**config.mk**
```make
export PLATFORM = sky130hd
export DESIGN_NAME = eight_bit_alu_with_flags
export DESIGN_NICKNAME = d
export VERILOG_FILES = /design/src/rtl/alu8f_pkg.sv /design/src/rtl/eight_bit_alu_with_flags.sv /design/src/rtl/alu8f_calc.sv
export SDC_FILE = /design/constraint.sdc
export NUM_CORES = 1
export LEC_CHECK = 0
export BUFFER_PORTS_ARGS = -buffer_cell sky130_fd_sc_hd__clkbuf_2
export CAP_MARGIN = 30
export CORE_MARGIN = 5
export CORE_UTILIZATION = 50
export CTS_CLUSTER_DIAMETER = 50
export DETAILED_ROUTE_END_ITERATION = 16
export GPL_TIMING_DRIVEN = 1
export PLACE_DENSITY = 0.78
export RECOVER_POWER = 100
export SYNTH_ARGS = -nofsm -noshare
export SYNTH_HDL_FRONTEND = slang
export SYNTH_SLANG_ARGS = --single-unit
export TNS_END_PERCENT = 50
```
**constraint.sdc**
```tcl
create_clock -name clk_i -period 9.3 [get_ports clk_i]
set_clock_uncertainty 0.05 [all_clocks]
set_input_delay 0.93 -clock clk_i [delete_from_list [all_inputs] [get_ports clk_i]]
set_output_delay 0.93 -clock clk_i [all_outputs]
set_load 0.005 [all_outputs]
```
**src/rtl/alu8f_pkg.sv**
```systemverilog
// Shared types and operation codes of the eight-bit ALU with flags.
`default_nettype none

package alu8f_pkg;

  // Operation codes carried on the action field.
  typedef enum logic [4:0] {
    ACT_ADD  = 5'd0,
    ACT_ADC  = 5'd1,
    ACT_SUB  = 5'd2,
    ACT_SBC  = 5'd3,
    ACT_AND  = 5'd4,
    ACT_XOR  = 5'd5,
    ACT_OR   = 5'd6,
    ACT_CP   = 5'd7,
    ACT_INC  = 5'd8,
    ACT_DEC  = 5'd9,
    ACT_RLC  = 5'd10,
    ACT_RRC  = 5'd11,
    ACT_RL   = 5'd12,
    ACT_RR   = 5'd13,
    ACT_SLA  = 5'd14,
    ACT_SRA  = 5'd15,
    ACT_SWAP = 5'd16,
    ACT_SRL  = 5'd17,
    ACT_BIT  = 5'd18,
    ACT_RES  = 5'd19,
    ACT_SET  = 5'd20,
    ACT_DAA  = 5'd21,
    ACT_CPL  = 5'd22,
    ACT_SCF  = 5'd23,
    ACT_CCF  = 5'd24,
    ACT_RLCA = 5'd25,
    ACT_RRCA = 5'd26,
    ACT_RLA  = 5'd27,
    ACT_RRA  = 5'd28
  } action_e;

  // Flags in their packed order: Z in bit 3 down to C in bit 0.
  typedef struct packed {
    logic z;
    logic n;
    logic h;
    logic c;
  } flags_t;

  // What the datapath hands to the result register.
  typedef struct packed {
    logic [7:0] value;
    flags_t     flags;
    logic       write;
  } alu_out_t;

  localparam logic [7:0] DAA_LIMIT    = 8'h99;
  localparam logic [7:0] DAA_ADJ_HIGH = 8'h60;
  localparam logic [7:0] DAA_ADJ_LOW  = 8'h06;
  localparam logic [3:0] DAA_NIB_MAX  = 4'h9;

endpackage

`default_nettype wire

```
**src/rtl/eight_bit_alu_with_flags.sv**
```systemverilog
// Top level of the eight-bit ALU with Z N H C flags: input and result registers.
`default_nettype none

// An item is taken on every rising edge at which start is high; busy is always low,
// because the block keeps no state between items and the receiver cannot stall it.
// Each item passes through an input register, one pass of combinational logic and
// a result register, from which its result is driven with result_valid_o high. One
// item can follow another in every cycle. Results leave in the order the items came
// in, each for one cycle only.

module eight_bit_alu_with_flags (
  input  wire logic       clk_i,
  input  wire logic       rst_ni,
  input  wire logic       start,
  output      logic       busy,
  input  wire logic [4:0] action_i,
  input  wire logic [7:0] operand_a_i,
  input  wire logic [7:0] operand_b_i,
  input  wire logic [2:0] bit_index_i,
  input  wire logic [3:0] flags_in_i,
  output      logic       result_valid_o,
  output      logic [7:0] result_o,
  output      logic [3:0] flags_out_o,
  output      logic       write_result_o
);

  logic                   accept;
  logic                   valid_q;
  logic [4:0]             action_q;
  logic [7:0]             a_q;
  logic [7:0]             b_q;
  logic [2:0]             bit_q;
  alu8f_pkg::flags_t      flags_q;
  alu8f_pkg::alu_out_t    calc_d;
  alu8f_pkg::alu_out_t    out_q;
  logic                   out_valid_q;

  // No item ever has to wait, so the block is never busy.
  assign busy   = 1'b0;
  assign accept = start & ~busy;

  // Stage one: the input register.
  always_ff @(posedge clk_i or negedge rst_ni) begin
    if (!rst_ni) begin
      valid_q <= 1'b0;
    end else begin
      valid_q <= accept;
    end
  end

  always_ff @(posedge clk_i) begin
    if (accept) begin
      action_q <= action_i;
      a_q      <= operand_a_i;
      b_q      <= operand_b_i;
      bit_q    <= bit_index_i;
      flags_q  <= alu8f_pkg::flags_t'(flags_in_i);
    end
  end

  alu8f_calc u_calc (
    .action_i    (action_q),
    .operand_a_i (a_q),
    .operand_b_i (b_q),
    .bit_index_i (bit_q),
    .flags_i     (flags_q),
    .out_o       (calc_d)
  );

  // Stage two: the result register, which drives the output ports directly.
  always_ff @(posedge clk_i or negedge rst_ni) begin
    if (!rst_ni) begin
      out_valid_q <= 1'b0;
    end else begin
      out_valid_q <= valid_q;
    end
  end

  always_ff @(posedge clk_i) begin
    if (valid_q) begin
      out_q <= calc_d;
    end
  end

  assign result_valid_o = out_valid_q;
  assign result_o       = out_q.value;
  assign flags_out_o    = out_q.flags;
  assign write_result_o = out_q.write;

  // Every accepted item reaches the result stage after passing the input register.
  a_accept_to_result : assert property (@(posedge clk_i) disable iff (!rst_ni)
    accept |=> ##1 result_valid_o)
    else $error("accepted item did not produce a result");

  // A result strobe only ever follows a filled input stage.
  a_no_phantom : assert property (@(posedge clk_i) disable iff (!rst_ni)
    result_valid_o |-> $past(valid_q))
    else $error("result strobe without an item behind it");

  // Whenever nothing is written back, the result is the register value unchanged.
  a_nowrite_keeps_a : assert property (@(posedge clk_i) disable iff (!rst_ni)
    valid_q && !calc_d.write |-> calc_d.value == a_q)
    else $error("unwritten result differs from the operand");

  // Compare and the flag-only operations never request a write-back.
  a_cp_no_write : assert property (@(posedge clk_i) disable iff (!rst_ni)
    valid_q && (action_q == alu8f_pkg::ACT_CP || action_q == alu8f_pkg::ACT_BIT ||
                action_q == alu8f_pkg::ACT_SCF || action_q == alu8f_pkg::ACT_CCF)
    |-> !calc_d.write)
    else $error("write-back requested for a flag-only operation");

endmodule

`default_nettype wire

```
**src/rtl/alu8f_calc.sv**
```systemverilog
// Combinational datapath of the eight-bit ALU: result, flags and write-enable.
`default_nettype none

module alu8f_calc (
  input  wire logic [4:0]        action_i,
  input  wire logic [7:0]        operand_a_i,
  input  wire logic [7:0]        operand_b_i,
  input  wire logic [2:0]        bit_index_i,
  input  wire alu8f_pkg::flags_t flags_i,
  output alu8f_pkg::alu_out_t    out_o
);

  logic       c_add;
  logic       c_sub;
  logic [8:0] sum9;
  logic [4:0] hsum5;
  logic [8:0] diff9;
  logic [4:0] hdiff5;
  logic [7:0] inc8;
  logic [7:0] dec8;
  logic [7:0] mask8;
  logic [7:0] rot_res;
  logic       rot_cy;
  logic [7:0] daa_u;
  logic       daa_cy;
  logic [7:0] daa_res;
  logic [7:0] res;
  alu8f_pkg::flags_t fo;
  logic       wr;

  assign c_add = (action_i == alu8f_pkg::ACT_ADC) & flags_i.c;
  assign c_sub = (action_i == alu8f_pkg::ACT_SBC) & flags_i.c;

  assign sum9   = {1'b0, operand_a_i} + {1'b0, operand_b_i} + {8'd0, c_add};
  assign hsum5  = {1'b0, operand_a_i[3:0]} + {1'b0, operand_b_i[3:0]} + {4'd0, c_add};
  // The borrow is taken over the whole value: the top bit is set when negative.
  assign diff9  = {1'b0, operand_a_i} - {1'b0, operand_b_i} - {8'd0, c_sub};
  assign hdiff5 = {1'b0, operand_a_i[3:0]} - {1'b0, operand_b_i[3:0]} - {4'd0, c_sub};

  assign inc8  = operand_a_i + 8'd1;
  assign dec8  = operand_a_i - 8'd1;
  assign mask8 = 8'd1 << bit_index_i;

  // Rotates and shifts, shared by the prefixed and the accumulator forms.
  always_comb begin
    rot_res = operand_a_i;
    rot_cy  = 1'b0;
    case (action_i)
      alu8f_pkg::ACT_RLC, alu8f_pkg::ACT_RLCA: begin
        rot_cy  = operand_a_i[7];
        rot_res = {operand_a_i[6:0], operand_a_i[7]};
      end
      alu8f_pkg::ACT_RRC, alu8f_pkg::ACT_RRCA: begin
        rot_cy  = operand_a_i[0];
        rot_res = {operand_a_i[0], operand_a_i[7:1]};
      end
      alu8f_pkg::ACT_RL, alu8f_pkg::ACT_RLA: begin
        rot_cy  = operand_a_i[7];
        rot_res = {operand_a_i[6:0], flags_i.c};
      end
      alu8f_pkg::ACT_RR, alu8f_pkg::ACT_RRA: begin
        rot_cy  = operand_a_i[0];
        rot_res = {flags_i.c, operand_a_i[7:1]};
      end
      alu8f_pkg::ACT_SLA: begin
        rot_cy  = operand_a_i[7];
        rot_res = {operand_a_i[6:0], 1'b0};
      end
      alu8f_pkg::ACT_SRA: begin
        rot_cy  = operand_a_i[0];
        rot_res = {operand_a_i[7], operand_a_i[7:1]};
      end
      alu8f_pkg::ACT_SWAP: begin
        rot_cy  = 1'b0;
        rot_res = {operand_a_i[3:0], operand_a_i[7:4]};
      end
      alu8f_pkg::ACT_SRL: begin
        rot_cy  = operand_a_i[0];
        rot_res = {1'b0, operand_a_i[7:1]};
      end
      default: begin
        rot_cy  = 1'b0;
        rot_res = operand_a_i;
      end
    endcase
  end

  // Decimal adjust: both corrections are chosen from the original accumulator.
  always_comb begin
    daa_u  = 8'd0;
    daa_cy = flags_i.c;
    if (flags_i.h || (!flags_i.n && (operand_a_i[3:0] > alu8f_pkg::DAA_NIB_MAX))) begin
      daa_u = alu8f_pkg::DAA_ADJ_LOW;
    end
    if (flags_i.c || (!flags_i.n && (operand_a_i > alu8f_pkg::DAA_LIMIT))) begin
      daa_u  = daa_u | alu8f_pkg::DAA_ADJ_HIGH;
      daa_cy = 1'b1;
    end
    daa_res = flags_i.n ? (operand_a_i - daa_u) : (operand_a_i + daa_u);
  end

  always_comb begin
    res = operand_a_i;
    fo  = flags_i;
    wr  = 1'b1;
    case (action_i)
      alu8f_pkg::ACT_ADD, alu8f_pkg::ACT_ADC: begin
        res = sum9[7:0];
        fo  = '{z: (sum9[7:0] == 8'd0), n: 1'b0, h: hsum5[4], c: sum9[8]};
      end
      alu8f_pkg::ACT_SUB, alu8f_pkg::ACT_SBC, alu8f_pkg::ACT_CP: begin
        res = diff9[7:0];
        fo  = '{z: (diff9[7:0] == 8'd0), n: 1'b1, h: hdiff5[4], c: diff9[8]};
        if (action_i == alu8f_pkg::ACT_CP) begin
          res = operand_a_i;
          wr  = 1'b0;
        end
      end
      alu8f_pkg::ACT_AND: begin
        res = operand_a_i & operand_b_i;
        fo  = '{z: ((operand_a_i & operand_b_i) == 8'd0), n: 1'b0, h: 1'b1, c: 1'b0};
      end
      alu8f_pkg::ACT_XOR: begin
        res = operand_a_i ^ operand_b_i;
        fo  = '{z: ((operand_a_i ^ operand_b_i) == 8'd0), n: 1'b0, h: 1'b0, c: 1'b0};
      end
      alu8f_pkg::ACT_OR: begin
        res = operand_a_i | operand_b_i;
        fo  = '{z: ((operand_a_i | operand_b_i) == 8'd0), n: 1'b0, h: 1'b0, c: 1'b0};
      end
      alu8f_pkg::ACT_INC: begin
        res = inc8;
        fo  = '{z: (inc8 == 8'd0), n: 1'b0, h: (inc8[3:0] == 4'h0), c: flags_i.c};
      end
      alu8f_pkg::ACT_DEC: begin
        res = dec8;
        fo  = '{z: (dec8 == 8'd0), n: 1'b1, h: (dec8[3:0] == 4'hF), c: flags_i.c};
      end
      alu8f_pkg::ACT_RLC, alu8f_pkg::ACT_RRC, alu8f_pkg::ACT_RL, alu8f_pkg::ACT_RR,
      alu8f_pkg::ACT_SLA, alu8f_pkg::ACT_SRA, alu8f_pkg::ACT_SWAP,
      alu8f_pkg::ACT_SRL: begin
        res = rot_res;
        fo  = '{z: (rot_res == 8'd0), n: 1'b0, h: 1'b0, c: rot_cy};
      end
      // The accumulator rotates always clear Z.
      alu8f_pkg::ACT_RLCA, alu8f_pkg::ACT_RRCA, alu8f_pkg::ACT_RLA,
      alu8f_pkg::ACT_RRA: begin
        res = rot_res;
        fo  = '{z: 1'b0, n: 1'b0, h: 1'b0, c: rot_cy};
      end
      alu8f_pkg::ACT_BIT: begin
        fo = '{z: ((operand_a_i & mask8) == 8'd0), n: 1'b0, h: 1'b1, c: flags_i.c};
        wr = 1'b0;
      end
      alu8f_pkg::ACT_RES: begin
        res = operand_a_i & ~mask8;
      end
      alu8f_pkg::ACT_SET: begin
        res = operand_a_i | mask8;
      end
      alu8f_pkg::ACT_DAA: begin
        res = daa_res;
        fo  = '{z: (daa_res == 8'd0), n: flags_i.n, h: 1'b0, c: daa_cy};
      end
      alu8f_pkg::ACT_CPL: begin
        res = ~operand_a_i;
        fo  = '{z: flags_i.z, n: 1'b1, h: 1'b1, c: flags_i.c};
      end
      alu8f_pkg::ACT_SCF: begin
        fo = '{z: flags_i.z, n: 1'b0, h: 1'b0, c: 1'b1};
        wr = 1'b0;
      end
      alu8f_pkg::ACT_CCF: begin
        fo = '{z: flags_i.z, n: 1'b0, h: 1'b0, c: ~flags_i.c};
        wr = 1'b0;
      end
      default: begin
        // Codes with no operation leave everything as it came in.
        wr = 1'b0;
      end
    endcase
  end

  assign out_o = '{value: res, flags: fo, write: wr};

endmodule

`default_nettype wire
```
==> insert_results.sql <==
INSERT INTO impl_metrics (metric_group, metric, value, unit) VALUES
('run_status', 'run_status', 'complete, but fails checks', ''),
('run_status', 'failed_checks', 'max-capacitance violations, max-slew violations', ''),
('cts', 'htree_levels', '2', ''),
('grt', 'first_global_vias', '4751', ''),
('cts', 'hold_buffers', '0', ''),
('power', 'powerDensity', '138', 'mW/mm^2'),
('routing', 'vias', '5083', ''),
('cells_and_area', 'num-nets-final', '694', ''),
('yosys', 'synth_top_area_cell', 'sky130_fd_sc_hd__edfxtp_1', ''),
('flow_run', 'maxCapViolations', '1', ''),
('yosys', 'syn_inst', '597', ''),
('yosys', 'post_synth_instance_area', '0.00498', 'sq mm'),
('routing', 'routed_via_density', '6.79', ''),
('setup_path', 'setup.worst_path.end_class', 'flip-flop', ''),
('yosys', 'yosys_warn_count', '0', ''),
('yosys', 'fraction_of_registers_with_async_set_or_reset_after_synthesis', '4.65', '%'),
('yosys', 'ys_seq_area_share', '25.7', '%'),
('cts', 'cts.path.max_buffers', '2', ''),
('sta', 'final-setup-viol-count', '0', ''),
('floorplan', 'chipWidth', '110', 'um'),
('yosys', 'yosysMostFrequentCell', 'sky130_fd_sc_hd__nor2_1', ''),
('routing', 'wl_per_cell', '24.8', 'um'),
('routing', 'drt.antenna.violating_nets', '0', ''),
('sta', 'final-hold-violation-count', '0', ''),
('placement', 'post-place-ws', '4970', 'ps'),
('cts', 'post_cts.repair.setup_buffers', '0', ''),
('setup_path', 'rr_worst_depth', '12', ''),
('power', 'irDropWorstVdd', '111', 'uV'),
('setup_path', 'critPathSlowestCell', 'sky130_fd_sc_hd__edfxtp_1', ''),
('sta', 'final.min_clock_period', '4490', 'ps'),
('setup_path', 'cp.required', '9450', 'ps'),
('sta', 'max_slew_margin', '-19.4', '%'),
('cells_and_area', 'insertedDiodeCount', '0', ''),
('sta', 'setup_slack', '4810', 'ps'),
('grt', 'grt_max_degree', '36', ''),
('setup_path', 'stage_delay_of_the_slowest_cell_on_the_critical_path', '940', 'ps'),
('sta', 'timing.hold.ws', '310', 'ps'),
('grt', 'grt_antenna_before_repair', '0', ''),
('floorplan', 'initial_core_util', '51.2', '%'),
('cells_and_area', 'num-fill-cells', '962', ''),
('setup_path', 'timing.critical_path.cells', 'nand2b_1, nor2_1, nand3_1, fa_1, fa_1, o21ai_0, nor2b_1, xnor2_1, or4_4, nor4_1, nand2_1, nand4_1', ''),
('power', 'p_total', '0.727', 'mW'),
('placement', 'weighted_congestion_at_the_end_of_routability_driven_global_placement', '1.06', ''),
('cts', 'cts.repair.resized', '0', ''),
('setup_path', 'reg2reg_from', 'action_q[1]$_DFFE_PP_', ''),
('setup_path', 'worst-setup-path-type', 'flip-flop to flip-flop', ''),
('routing', 'detail_route.first_pass.iterations', '6', ''),
('yosys', 'top_post_synthesis_cells_by_area', 'sky130_fd_sc_hd__edfxtp_1 (25%), sky130_fd_sc_hd__ha_1 (11%), sky130_fd_sc_hd__nor2_1 (4.7%)', ''),
('yosys', 'synth_nets', '676', ''),
('routing', 'initial_drc_count', '611', ''),
('yosys', 'post-synth-top-area-fraction', '24.7', '%'),
('setup_path', 'worst_setup_path_startpoint', 'action_q[1]$_DFFE_PP_', ''),
('floorplan', 'die_height', '110', 'um'),
('sta', 'post-route-period-util', '48.3', '%'),
('cts', 'cts_made_buffers', '5', ''),
('setup_path', 'cp-start-kind', 'flip-flop', ''),
('yosys', 'yosys.cell_types.count', '84', ''),
('power', 'cellLeakagePower', '1.98', 'nW'),
('placement', 'post_dp_cell_area', '0.00521', 'sq mm'),
('sta', 'drv_slew', '30', ''),
('sta', 'max_freq', '0.223', 'GHz'),
('sta', 'tightest_slew', '1790', 'ps'),
('grt', 'grt.total_usage', '31.7', '%'),
('yosys', 'avgSynthCellArea', '8.34', 'sq um'),
('yosys', 'synth_top_flop_cell', 'sky130_fd_sc_hd__edfxtp_1', ''),
('cts', 'cts.root.buffer_cell', 'sky130_fd_sc_hd__clkbuf_8', ''),
('grt', 'globalRouteOverflowTotal', '0', ''),
('floorplan', 'core_region_area', '0.00973', 'sq mm'),
('placement', 'detailedPlacementHpwl', '14100', 'um'),
('cts', 'cts_tree', 'yes', ''),
('floorplan', 'design.die.area', '0.0121', 'sq mm');
[cell usage in the layout, fill, tap and decap left out, drive strengths merged, types with 4 or more instances in the layout]
cell     netlist  final
nor2          68     68
clkbuf        14     49
ha            44     44
nand2         42     42
edfxtp        41     41
o21ai         37     37
inv           31     31
nor3          30     30
a21oi         28     28
nand3         17     17
xnor2         16     16
a31oi         12     12
xor2          12     12
nor4          12     12
o22ai         10     10
nand4         10     10
mux2i          8      8
nor2b          8      8
a22oi          7      7
a211oi         7      7
buf           25      7
and3           6      6
o221ai         6      6
nand2b         6      6
a2111oi        5      5
nor3b          4      4
and2           4      4
a21o           4      4
a221oi         4      4
fa             4      4
or2            4      4
[worst min-delay path by stage]
stage                         startpoint                       end  slack, ps
floorplan           flags_q[1]$_DFFE_PP_  flags_out_o[1]$_DFFE_PP_        530
global placement    flags_q[1]$_DFFE_PP_  flags_out_o[1]$_DFFE_PP_        650
detailed placement  flags_q[1]$_DFFE_PP_  flags_out_o[1]$_DFFE_PP_        660
CTS                               rst_ni         valid_q$_DFF_PN0_        310
global route                      rst_ni         valid_q$_DFF_PN0_        330
finish                            rst_ni         valid_q$_DFF_PN0_        310
[power breakdown]
part	total (mW)	switching, mW	leakage, nW	internal [mW]
clock network	0.123	0.0721	0.0403	0.0513
registers	0.268	0.0302	0.424	0.238
logic	0.335	0.212	1.51	0.123
total	0.727	0.314	1.98	0.413
[metal layers]
| metal | routed length, um | track usage, % | part of all wire [%] | up-vias |
|---|---|---|---|---|
| li1 | - | - | - | 2283 |
| met1 | 7750 | 44.2 | 42 | 2398 |
| met2 | 7860 | 46.2 | 42 | 360 |
| met3 | 2210 | 7.57 | 12 | 42 |
| met4 | 767 | 14.2 | 4.1 | 0 |
| met5 | 0 | 0 | 0 | - |
[final cells by class]
class,instances,area [sq um],share of cell area (%)
Multi-Input combinational cell,483,3360,63.9
Sequential cell,43,1280,24.3
Timing Repair Buffer,50,248,4.71
Tap cell,133,166,3.16
Inverter,32,125,2.38
Clock buffer,6,72.6,1.38
Clock inverter,2,7.51,0.143
[cell families (layout without fill, tap and decap cells)]
kind of cell	count (synthesis)	after routing	synth area share, %
buf+inv	71	90	6.61
xor+xnor	28	28	4.93
other cells	1	1	0.0753
compound gates	167	167	23.1
simple gates	225	225	23.5
mux	13	13	3.19
fa+ha+maj	49	49	12.9
flops	43	43	25.7
[per-stage QoR]
stage,cells,utilization [%]
floorplan,597,-
global placement,741,53.5
detailed placement,741,53.5
CTS,749,54.3
global route,749,54.1
finish,749,54.1
[critical path: cells and delay by family, from the launching register on]
| family | cells | cell delay, ps |
|---|---|---|
| and+or+nand+nor | 8 | 2070 |
| DFF | 1 | 940 |
| adders and majority gates | 2 | 910 |
| AOI/OAI and AO/OA | 1 | 220 |
| xor gates and xnor gates | 1 | 150 |
[sequential cells by signal, summed over array words and instances (netlist names)]
register / count
a_q: 8
action_q: 5
b_q: 8
bit_q: 3
flags_out_o: 4
flags_q: 4
result_o: 8
result_valid_o: 1
valid_q: 1
write_result_o: 1
(Power assumes the default switching activity.)
